### config.mk
export PLATFORM = sky130hd
export DESIGN_NAME = fir_decimate_by_two_u8_top
export DESIGN_NICKNAME = d
export VERILOG_FILES = /design/src/rtl/fdb_pkg.sv /design/src/rtl/fdb_front.sv /design/src/rtl/fdb_queue.sv /design/src/rtl/fdb_back.sv /design/src/rtl/fir_decimate_by_two_u8_top.sv
export SDC_FILE = /design/constraint.sdc
export NUM_CORES = 2
export LEC_CHECK = 0
export BUFFER_PORTS_ARGS = -buffer_cell sky130_fd_sc_hd__buf_4
export CORE_AREA = 5 5 273 275
export DETAILED_ROUTE_END_ITERATION = 6
export DIE_AREA = 0 0 278 280
export GPL_ROUTABILITY_DRIVEN = 0
export PLACE_DENSITY = 0.64
export SYNTH_ARGS = -nofsm -noshare
export SYNTH_HDL_FRONTEND = slang
export SYNTH_SLANG_ARGS = --single-unit
### constraint.sdc
create_clock -name i_clk -period 25.1 [get_ports i_clk]
set_input_delay 3.765 -clock i_clk [delete_from_list [all_inputs] [get_ports i_clk]]
set_output_delay 3.765 -clock i_clk [all_outputs]
set_load 0.02 [all_outputs]
### src/rtl/fdb_pkg.sv
// fdb_pkg: shared types and constants of the 2x decimating 8-tap FIR.
// Used by every module of the block; depends on nothing.
`timescale 1ns / 1ps

package fdb_pkg;

    localparam int TAP_COUNT     = 8;
    localparam int SAMPLE_W      = 8;
    localparam int TAP_W         = 8;
    localparam int PROD_W        = 16;
    localparam int ACC_W         = 16;
    localparam int OUT_SHIFT_DEF = 5;
    localparam int TAP_IDX_W     = $clog2(TAP_COUNT);
    localparam int PADDR_W       = TAP_IDX_W + 2;
    localparam int PDATA_W       = 32;
    localparam int QUEUE_DEPTH   = 2;
    localparam int QPTR_W        = $clog2(QUEUE_DEPTH);
    localparam int SEEN_W        = 3;
    localparam int LEFT_W        = 3;

    localparam logic [SEEN_W-1:0]   SEEN_MAX   = 3'd7;
    localparam logic [SEEN_W-1:0]   SEEN_FIRE  = 3'd5;
    localparam logic [LEFT_W-1:0]   PAD_ODD    = 3'd4;
    localparam logic [LEFT_W-1:0]   PAD_EVEN   = 3'd3;
    localparam logic [SAMPLE_W-1:0] SAMPLE_MAX = 8'd255;

    typedef logic [TAP_COUNT-1:0][SAMPLE_W-1:0] t_window;
    typedef logic [TAP_COUNT-1:0][TAP_W-1:0]    t_taps;

    localparam t_taps TAP_RESET = {8'd0, 8'd0, 8'd0, 8'd16, 8'd16, 8'd0, 8'd0, 8'd0};

    typedef struct packed {
        logic    bypass;
        logic    last;
        t_window win;
    } t_job;

    typedef enum logic {
        FS_RUN,
        FS_FLUSH
    } t_front_state;

endpackage

### src/rtl/fdb_front.sv
// fdb_front: takes input samples, keeps the sample window and frame position,
// pads the frame end, and issues one filter job per due output. Uses fdb_pkg.
`timescale 1ns / 1ps

module fdb_front
    import fdb_pkg::*;
(
    input  logic                i_clk,
    input  logic                i_rst_n,
    input  logic                i_valid,
    output logic                o_ready,
    input  logic [SAMPLE_W-1:0] i_sample_in,
    input  logic                i_frame_end,
    input  logic                i_space,
    output logic                o_push,
    output t_job                o_job
);

    t_front_state        r_state, n_state;
    t_window             r_win, n_win;
    logic [SEEN_W-1:0]   r_seen, n_seen;
    logic                r_parity, n_parity;
    logic [LEFT_W-1:0]   r_left, n_left;
    logic [SAMPLE_W-1:0] r_hold, n_hold;

    logic                w_take;
    logic [SAMPLE_W-1:0] w_val;
    t_window             w_base;
    t_window             w_shift;
    logic [SEEN_W-1:0]   w_seen_inc;
    logic                w_par;
    logic                w_fire;
    logic                w_single;

    assign w_take     = i_valid && o_ready;
    assign w_val      = (r_state == FS_FLUSH) ? r_hold : i_sample_in;
    assign w_single   = (r_seen == '0) && i_frame_end;
    assign w_base     = (r_state == FS_RUN && r_seen == '0) ? {TAP_COUNT{i_sample_in}} : r_win;
    assign w_shift    = {w_val, w_base[TAP_COUNT-1:1]};
    assign w_seen_inc = (r_seen == SEEN_MAX) ? r_seen : r_seen + SEEN_W'(1);
    assign w_par      = ~r_parity;
    assign w_fire     = w_par && (w_seen_inc >= SEEN_FIRE);

    always_comb begin
        n_state  = r_state;
        n_win    = r_win;
        n_seen   = r_seen;
        n_parity = r_parity;
        n_left   = r_left;
        n_hold   = r_hold;
        case (r_state)
            FS_RUN: begin
                if (w_take) begin
                    if (w_single) begin
                        n_seen   = '0;
                        n_parity = 1'b0;
                    end else begin
                        n_win    = w_shift;
                        n_seen   = w_seen_inc;
                        n_parity = w_par;
                        if (i_frame_end) begin
                            n_state = FS_FLUSH;
                            n_left  = w_par ? PAD_ODD : PAD_EVEN;
                            n_hold  = i_sample_in;
                        end
                    end
                end
            end
            FS_FLUSH: begin
                if (i_space) begin
                    n_win    = w_shift;
                    n_seen   = w_seen_inc;
                    n_parity = w_par;
                    n_left   = r_left - LEFT_W'(1);
                    if (r_left == LEFT_W'(1)) begin
                        n_state  = FS_RUN;
                        n_seen   = '0;
                        n_parity = 1'b0;
                    end
                end
            end
            default: begin
                n_state = FS_RUN;
            end
        endcase
    end

    always_comb begin
        o_ready    = 1'b0;
        o_push     = 1'b0;
        o_job      = '0;
        o_job.win  = w_shift;
        case (r_state)
            FS_RUN: begin
                o_ready = i_space;
                if (w_take) begin
                    if (w_single) begin
                        o_push       = 1'b1;
                        o_job.bypass = 1'b1;
                        o_job.last   = 1'b1;
                        o_job.win    = {TAP_COUNT{i_sample_in}};
                    end else begin
                        o_push = w_fire;
                    end
                end
            end
            FS_FLUSH: begin
                if (i_space) begin
                    o_push     = w_fire || (r_left == LEFT_W'(1));
                    o_job.last = (r_left == LEFT_W'(1));
                end
            end
            default: begin
                o_ready = 1'b0;
            end
        endcase
    end

    always_ff @(posedge i_clk) begin
        if (!i_rst_n) begin
            r_state  <= FS_RUN;
            r_win    <= '0;
            r_seen   <= '0;
            r_parity <= 1'b0;
            r_left   <= '0;
        end else begin
            r_state  <= n_state;
            r_win    <= n_win;
            r_seen   <= n_seen;
            r_parity <= n_parity;
            r_left   <= n_left;
        end
    end

    always_ff @(posedge i_clk) begin
        r_hold <= n_hold;
    end

endmodule

### src/rtl/fdb_queue.sv
// fdb_queue: short job queue between the front and the back of the FIR.
// Uses fdb_pkg for the job type and depth.
`timescale 1ns / 1ps

module fdb_queue
    import fdb_pkg::*;
(
    input  logic i_clk,
    input  logic i_rst_n,
    input  logic i_push,
    input  t_job i_job,
    output logic o_space,
    output logic o_valid,
    output t_job o_job,
    input  logic i_pop
);

    t_job              r_mem [QUEUE_DEPTH];
    logic [QPTR_W-1:0] r_wr;
    logic [QPTR_W-1:0] r_rd;
    logic [QPTR_W:0]   r_count;

    assign o_space = (r_count != (QPTR_W + 1)'(QUEUE_DEPTH));
    assign o_valid = (r_count != '0);
    assign o_job   = r_mem[r_rd];

    always_ff @(posedge i_clk) begin
        if (i_push) begin
            r_mem[r_wr] <= i_job;
        end
    end

    always_ff @(posedge i_clk) begin
        if (!i_rst_n) begin
            r_wr    <= '0;
            r_rd    <= '0;
            r_count <= '0;
        end else begin
            if (i_push) begin
                r_wr <= r_wr + QPTR_W'(1);
            end
            if (i_pop) begin
                r_rd <= r_rd + QPTR_W'(1);
            end
            case ({i_push, i_pop})
                2'b10:   r_count <= r_count + (QPTR_W + 1)'(1);
                2'b01:   r_count <= r_count - (QPTR_W + 1)'(1);
                default: r_count <= r_count;
            endcase
        end
    end

endmodule

### src/rtl/fdb_back.sv
// fdb_back: two-stage filter datapath: tap products, then sum, round,
// shift and clamp (or pass a bypass job's sample) into the output register. Uses fdb_pkg.
`timescale 1ns / 1ps

module fdb_back
    import fdb_pkg::*;
#(
    parameter int OUT_SHIFT = OUT_SHIFT_DEF
) (
    input  logic                i_clk,
    input  logic                i_rst_n,
    input  t_taps               i_taps,
    input  logic                i_valid,
    input  t_job                i_job,
    output logic                o_pop,
    output logic                o_valid,
    input  logic                i_ready,
    output logic [SAMPLE_W-1:0] o_sample_out,
    output logic                o_final_out
);

    localparam logic [ACC_W-1:0] ROUND = ACC_W'(1) << (OUT_SHIFT - 1);

    logic [TAP_COUNT-1:0][PROD_W-1:0] w_prod;
    logic [TAP_COUNT-1:0][PROD_W-1:0] r_prod;
    logic                             r_s1_valid;
    logic                             r_s1_bypass;
    logic                             r_s1_last;
    logic [SAMPLE_W-1:0]              r_s1_val;
    logic                             r_out_valid;
    logic [SAMPLE_W-1:0]              r_out_data;
    logic                             r_out_last;

    logic                             w_out_adv;
    logic                             w_s1_adv;
    logic [ACC_W-1:0]                 w_acc;
    logic [ACC_W-1:0]                 w_shr;
    logic [SAMPLE_W-1:0]              w_res;

    assign w_out_adv = !r_out_valid || i_ready;
    assign w_s1_adv  = !r_s1_valid || w_out_adv;
    assign o_pop     = i_valid && w_s1_adv;

    always_comb begin
        for (int k = 0; k < TAP_COUNT; k++) begin
            w_prod[k] = PROD_W'($signed(i_taps[k]) * $signed({1'b0, i_job.win[k]}));
        end
    end

    always_comb begin
        w_acc = ROUND;
        for (int k = 0; k < TAP_COUNT; k++) begin
            w_acc = w_acc + r_prod[k];
        end
        w_shr = w_acc >> OUT_SHIFT;
        if (r_s1_bypass) begin
            w_res = r_s1_val;
        end else if (w_acc[ACC_W-1]) begin
            w_res = '0;
        end else if (w_shr > ACC_W'(SAMPLE_MAX)) begin
            w_res = SAMPLE_MAX;
        end else begin
            w_res = w_shr[SAMPLE_W-1:0];
        end
    end

    always_ff @(posedge i_clk) begin
        if (!i_rst_n) begin
            r_s1_valid  <= 1'b0;
            r_out_valid <= 1'b0;
        end else begin
            if (w_s1_adv) begin
                r_s1_valid <= i_valid;
            end
            if (w_out_adv) begin
                r_out_valid <= r_s1_valid;
            end
        end
    end

    always_ff @(posedge i_clk) begin
        if (o_pop) begin
            r_prod      <= w_prod;
            r_s1_bypass <= i_job.bypass;
            r_s1_last   <= i_job.last;
            r_s1_val    <= i_job.win[TAP_COUNT-1];
        end
        if (w_out_adv && r_s1_valid) begin
            r_out_data <= w_res;
            r_out_last <= r_s1_last;
        end
    end

    assign o_valid      = r_out_valid;
    assign o_sample_out = r_out_data;
    assign o_final_out  = r_out_last;

endmodule

### src/rtl/fir_decimate_by_two_u8_top.sv
// fir_decimate_by_two_u8_top: 2x decimating 8-tap FIR, APB taps; uses fdb_front,
// fdb_queue, fdb_back and fdb_pkg. Reset: taps 0 but tap3 = tap4 = 16, all empty.
// A result is registered in the job queue, the product register and the output
// register; padded results at a frame end take the same path. Throughput: one
// sample per cycle; a frame end holds off input while 3 or 4 copies of its last
// sample pad the frame, and a full job queue holds it off until the back drains.
`timescale 1ns / 1ps

module fir_decimate_by_two_u8_top
    import fdb_pkg::*;
#(
    parameter int OUT_SHIFT = OUT_SHIFT_DEF
) (
    input  logic                i_clk,
    input  logic                i_rst_n,
    input  logic                i_valid,
    output logic                o_ready,
    input  logic [SAMPLE_W-1:0] i_sample_in,
    input  logic                i_frame_end,
    output logic                o_valid,
    input  logic                i_ready,
    output logic [SAMPLE_W-1:0] o_sample_out,
    output logic                o_final_out,
    input  logic                psel,
    input  logic                penable,
    input  logic                pwrite,
    input  logic [PADDR_W-1:0]  paddr,
    input  logic [PDATA_W-1:0]  pwdata,
    output logic [PDATA_W-1:0]  prdata,
    output logic                pready
);

    t_taps                r_taps;
    logic [TAP_IDX_W-1:0] w_idx;
    logic                 w_push;
    t_job                 w_push_job;
    logic                 w_space;
    logic                 w_q_valid;
    t_job                 w_q_job;
    logic                 w_pop;

    assign w_idx  = paddr[PADDR_W-1:2];
    assign pready = 1'b1;
    assign prdata = PDATA_W'(r_taps[w_idx]);

    always_ff @(posedge i_clk) begin
        if (!i_rst_n) begin
            r_taps <= TAP_RESET;
        end else if (psel && penable && pwrite && pready) begin
            r_taps[w_idx] <= pwdata[TAP_W-1:0];
        end
    end

    fdb_front u_front (
        .i_clk       (i_clk),
        .i_rst_n     (i_rst_n),
        .i_valid     (i_valid),
        .o_ready     (o_ready),
        .i_sample_in (i_sample_in),
        .i_frame_end (i_frame_end),
        .i_space     (w_space),
        .o_push      (w_push),
        .o_job       (w_push_job)
    );

    fdb_queue u_queue (
        .i_clk   (i_clk),
        .i_rst_n (i_rst_n),
        .i_push  (w_push),
        .i_job   (w_push_job),
        .o_space (w_space),
        .o_valid (w_q_valid),
        .o_job   (w_q_job),
        .i_pop   (w_pop)
    );

    fdb_back #(
        .OUT_SHIFT (OUT_SHIFT)
    ) u_back (
        .i_clk        (i_clk),
        .i_rst_n      (i_rst_n),
        .i_taps       (r_taps),
        .i_valid      (w_q_valid),
        .i_job        (w_q_job),
        .o_pop        (w_pop),
        .o_valid      (o_valid),
        .i_ready      (i_ready),
        .o_sample_out (o_sample_out),
        .o_final_out  (o_final_out)
    );

endmodule
==> summary.txt <==
Synthesis
  – EDFF count, synth: 287
  – FF+latch count, synth: between 400 and 500
  – Netlist cell types: between 70 and 80
  – Synth Area per Inst: 10.6 µm²
  – Area leader, netlist: edfxtp_1
  – Register area share after synthesis: 0.312
  – Async SR Flop Fraction: 0
  – Largest cells by area after synthesis: edfxtp_1, fa_1, ha_1
  – Warning count from the yosys run: 0
  – Yosys top cell area share: 0.238
  – Mapped Area: 36300 µm²
  – Ys flop type: edfxtp_1
  – Cells after Synth: ~3400

Setup path
  – Arrival time worst endpoint: 5.52 ns
  – Setup Crit Path Kind: input port to output port
  – CP most frequent cell: buf_4
  – R2R cell count: 17
  – Req. time, crit path: 21.33 ns
  – Critical Path Source Type: input port
  – Crit-path slowest cell: o311ai_0
  – Max stage delay on crit path: 0.95 ns
  – Crit path cell chain: buf_4, inv_1, o311ai_0, buf_4
  – Reg2reg setup slack: roughly 19 ns
  – Worst Path Buf+Inv: 3
  – Worst flop-to-flop path endpoint: u_back.r_prod[30]$_DFFE_PP_
  – Critical path's top delay family: compound AO/OA/AOI/OAI gates
  – Crit path max fanout: 23
  – Crit end category: output port

Drt
  – DRT Pass-1 Iters: 7
  – # DRC: 0
  – DR iter-0 viols: around 1700
  – Vias per inst: between 5 and 6
  – Routed WL per cell: 18.9 µm
  – Total Wirelength: 83.5 mm
  – Post-DRT Antenna Nets: 0
  – Via Count: roughly 23000

Floorplan
  – Die area: 77800 µm²
  – Core ar.: between 70000 and 80000 µm²
  – Die Y: around 280 µm
  – Starting Density: 0.503
  – Row Count: 99
  – Die Width: 278 µm
  – Io pins: between 90 and 100

GRT
  – Total Routing Usage GR: 0.219
  – First-pass GRT wire length: between 100 and 150 mm
  – Largest net degree at the start of global routing: between 100 and 150
  – Vias in the first global route: 23300
  – Congestion Overflow GR: 0
  – Initial antenna violation count: 4

Worst hold path
  – Hold Crit Class: flip-flop to flip-flop
  – Hold_sp: u_back.r_s1_last$_DFFE_PP_
  – Hold path depth: 0
  – Hold Path End: u_back.o_final_out$_DFFE_PP_

STA
  – Worst Skew: roughly 0.022 ns
  – Max Clk Rate: roughly 0.11 GHz
  – Endpoints failing setup: 0
  – Min cycle time layout: just over 9 ns
  – Final Max Tran Viols: 0
  – Tcrit/Tclk final: 0.370
  – Slew headroom: 0.185
  – Post-route setup slack: about 16 ns
  – Setup TNS: 0 ns
  – Hold_ws: about 0.42 ns
  – Slew @ Worst Pin: around 1.2 ns
  – Unrepaired setup endpoints after global routing: no
  – Final hold viol count: 0

CTS
  – Clk_lat worst skew: a little over 0.6 ns
  – Hold buffers post-CTS: 0
  – Clock Tree Buf Depth: 3
  – Sink Count: 422
  – CTS tree: done
  – H-tree levels: 2
  – Post-CTS sizing: 0
  – CTS buffer count: 49
  – CTS root buf: clkbuf_16
  – Clock transition at path regs: 0.06 ns
  – Setup Fix Bufs, Post-CTS: 0

Placement
  – Post-DP HPWL: 65.5 mm
  – DP Worst Slack: between 15 and 20 ns
  – Port bufs: 45

Finish
  – Fill cell count: ~6400
  – Layout cells sized above 1: 0.0706
  – Nets: 4202
  – Commonest cells after routing, fill and taps aside: inv_1, fa_1, ha_1, edfxtp_1, nor2b_1
  – Register area: 11300 µm²
  – Area taken by multi-input logic gates: 22200 µm²
  – Post-Route Utilization: 0.542
  – Area Overhead vs Synth: 7.80%
  – Most common cell after layout, fill and taps aside: inv_1

Job
  – Max-Cap Viols: 0

Run status
  – Outcome: complete, no violations
## metal layers
metal / global-route usage / up-vias / part of all wire
met1: 0.319 / 11300 / 0.47
met5: 0 / - / 0.00032
met4: 0.0692 / 4 / 0.035
met3: 0.0414 / 116 / 0.063
met2: 0.335 / 549 / 0.43
li1: - / 11000 / -
## synthesized netlist by cell type, drive strengths merged (73+ instances only)
master,n
nor2b,281
a21o,73
fa,381
buf,85
nor2,97
mux2i,143
xnor2,91
inv,592
and2,133
nand2,270
ha,353
dfxtp,135
edfxtp,287
## area by class of cell
class                      count  area share
sequential                   422       0.290
multi-input combinational   2288       0.567
tap                          959      0.0307
antenna                        1   0.0000640
clock buffer                  66      0.0359
timing repair buffer          62      0.0119
inverter                     592      0.0569
clock inverter                25     0.00772
## per-stage QoR
step	instance area, µm²	std cells
after floorplan	36300	3448
after global routing	39100	4414
after global placement	37400	4323
final	39100	4415
after CTS	39100	4414
after detailed placement	37400	4323
## flip-flops by register name (all words and copies together) (netlist names), 2 cells and up, named ones only
name / count
r_taps: 64
u_back.o_sample_out: 8
u_front.r_left: 3
u_back.r_s1_val: 8
u_front.r_win: 56
u_back.r_prod: 128
u_front.r_hold: 8
u_front.r_seen: 3
u_queue.r_count: 2
u_queue.r_mem: 132
## worst max-delay path by stage
stage                   from                         endpoint  cells past startpoint
floorplan            i_ready  u_queue.r_count[1]$_SDFFE_PN0P_                      5
global route        paddr[3]                        prdata[2]                      6
finish              paddr[2]                        prdata[4]                      4
CTS                 paddr[2]                        prdata[4]                      4
detailed placement  paddr[2]                        prdata[4]                      4
global placement    paddr[2]                        prdata[4]                      4
## cell families (layout without fill, tap and decap cells)
| group | after synthesis | in the layout | share of synthesized area |
|---|---|---|---|
| flops | 422 | 422 | 0.312 |
| xor+xnor | 110 | 110 | 0.0268 |
| compound gates | 285 | 285 | 0.0552 |
| other cells | 2 | 26 | 0.000207 |
| mux | 194 | 194 | 0.0561 |
| simple gates | 940 | 940 | 0.137 |
| buf+inv | 738 | 745 | 0.0799 |
| fa+ha+maj | 734 | 734 | 0.332 |
Power is not shown: default switching activity piles up to over one toggle a cycle in this logic, so the estimate is an artifact.
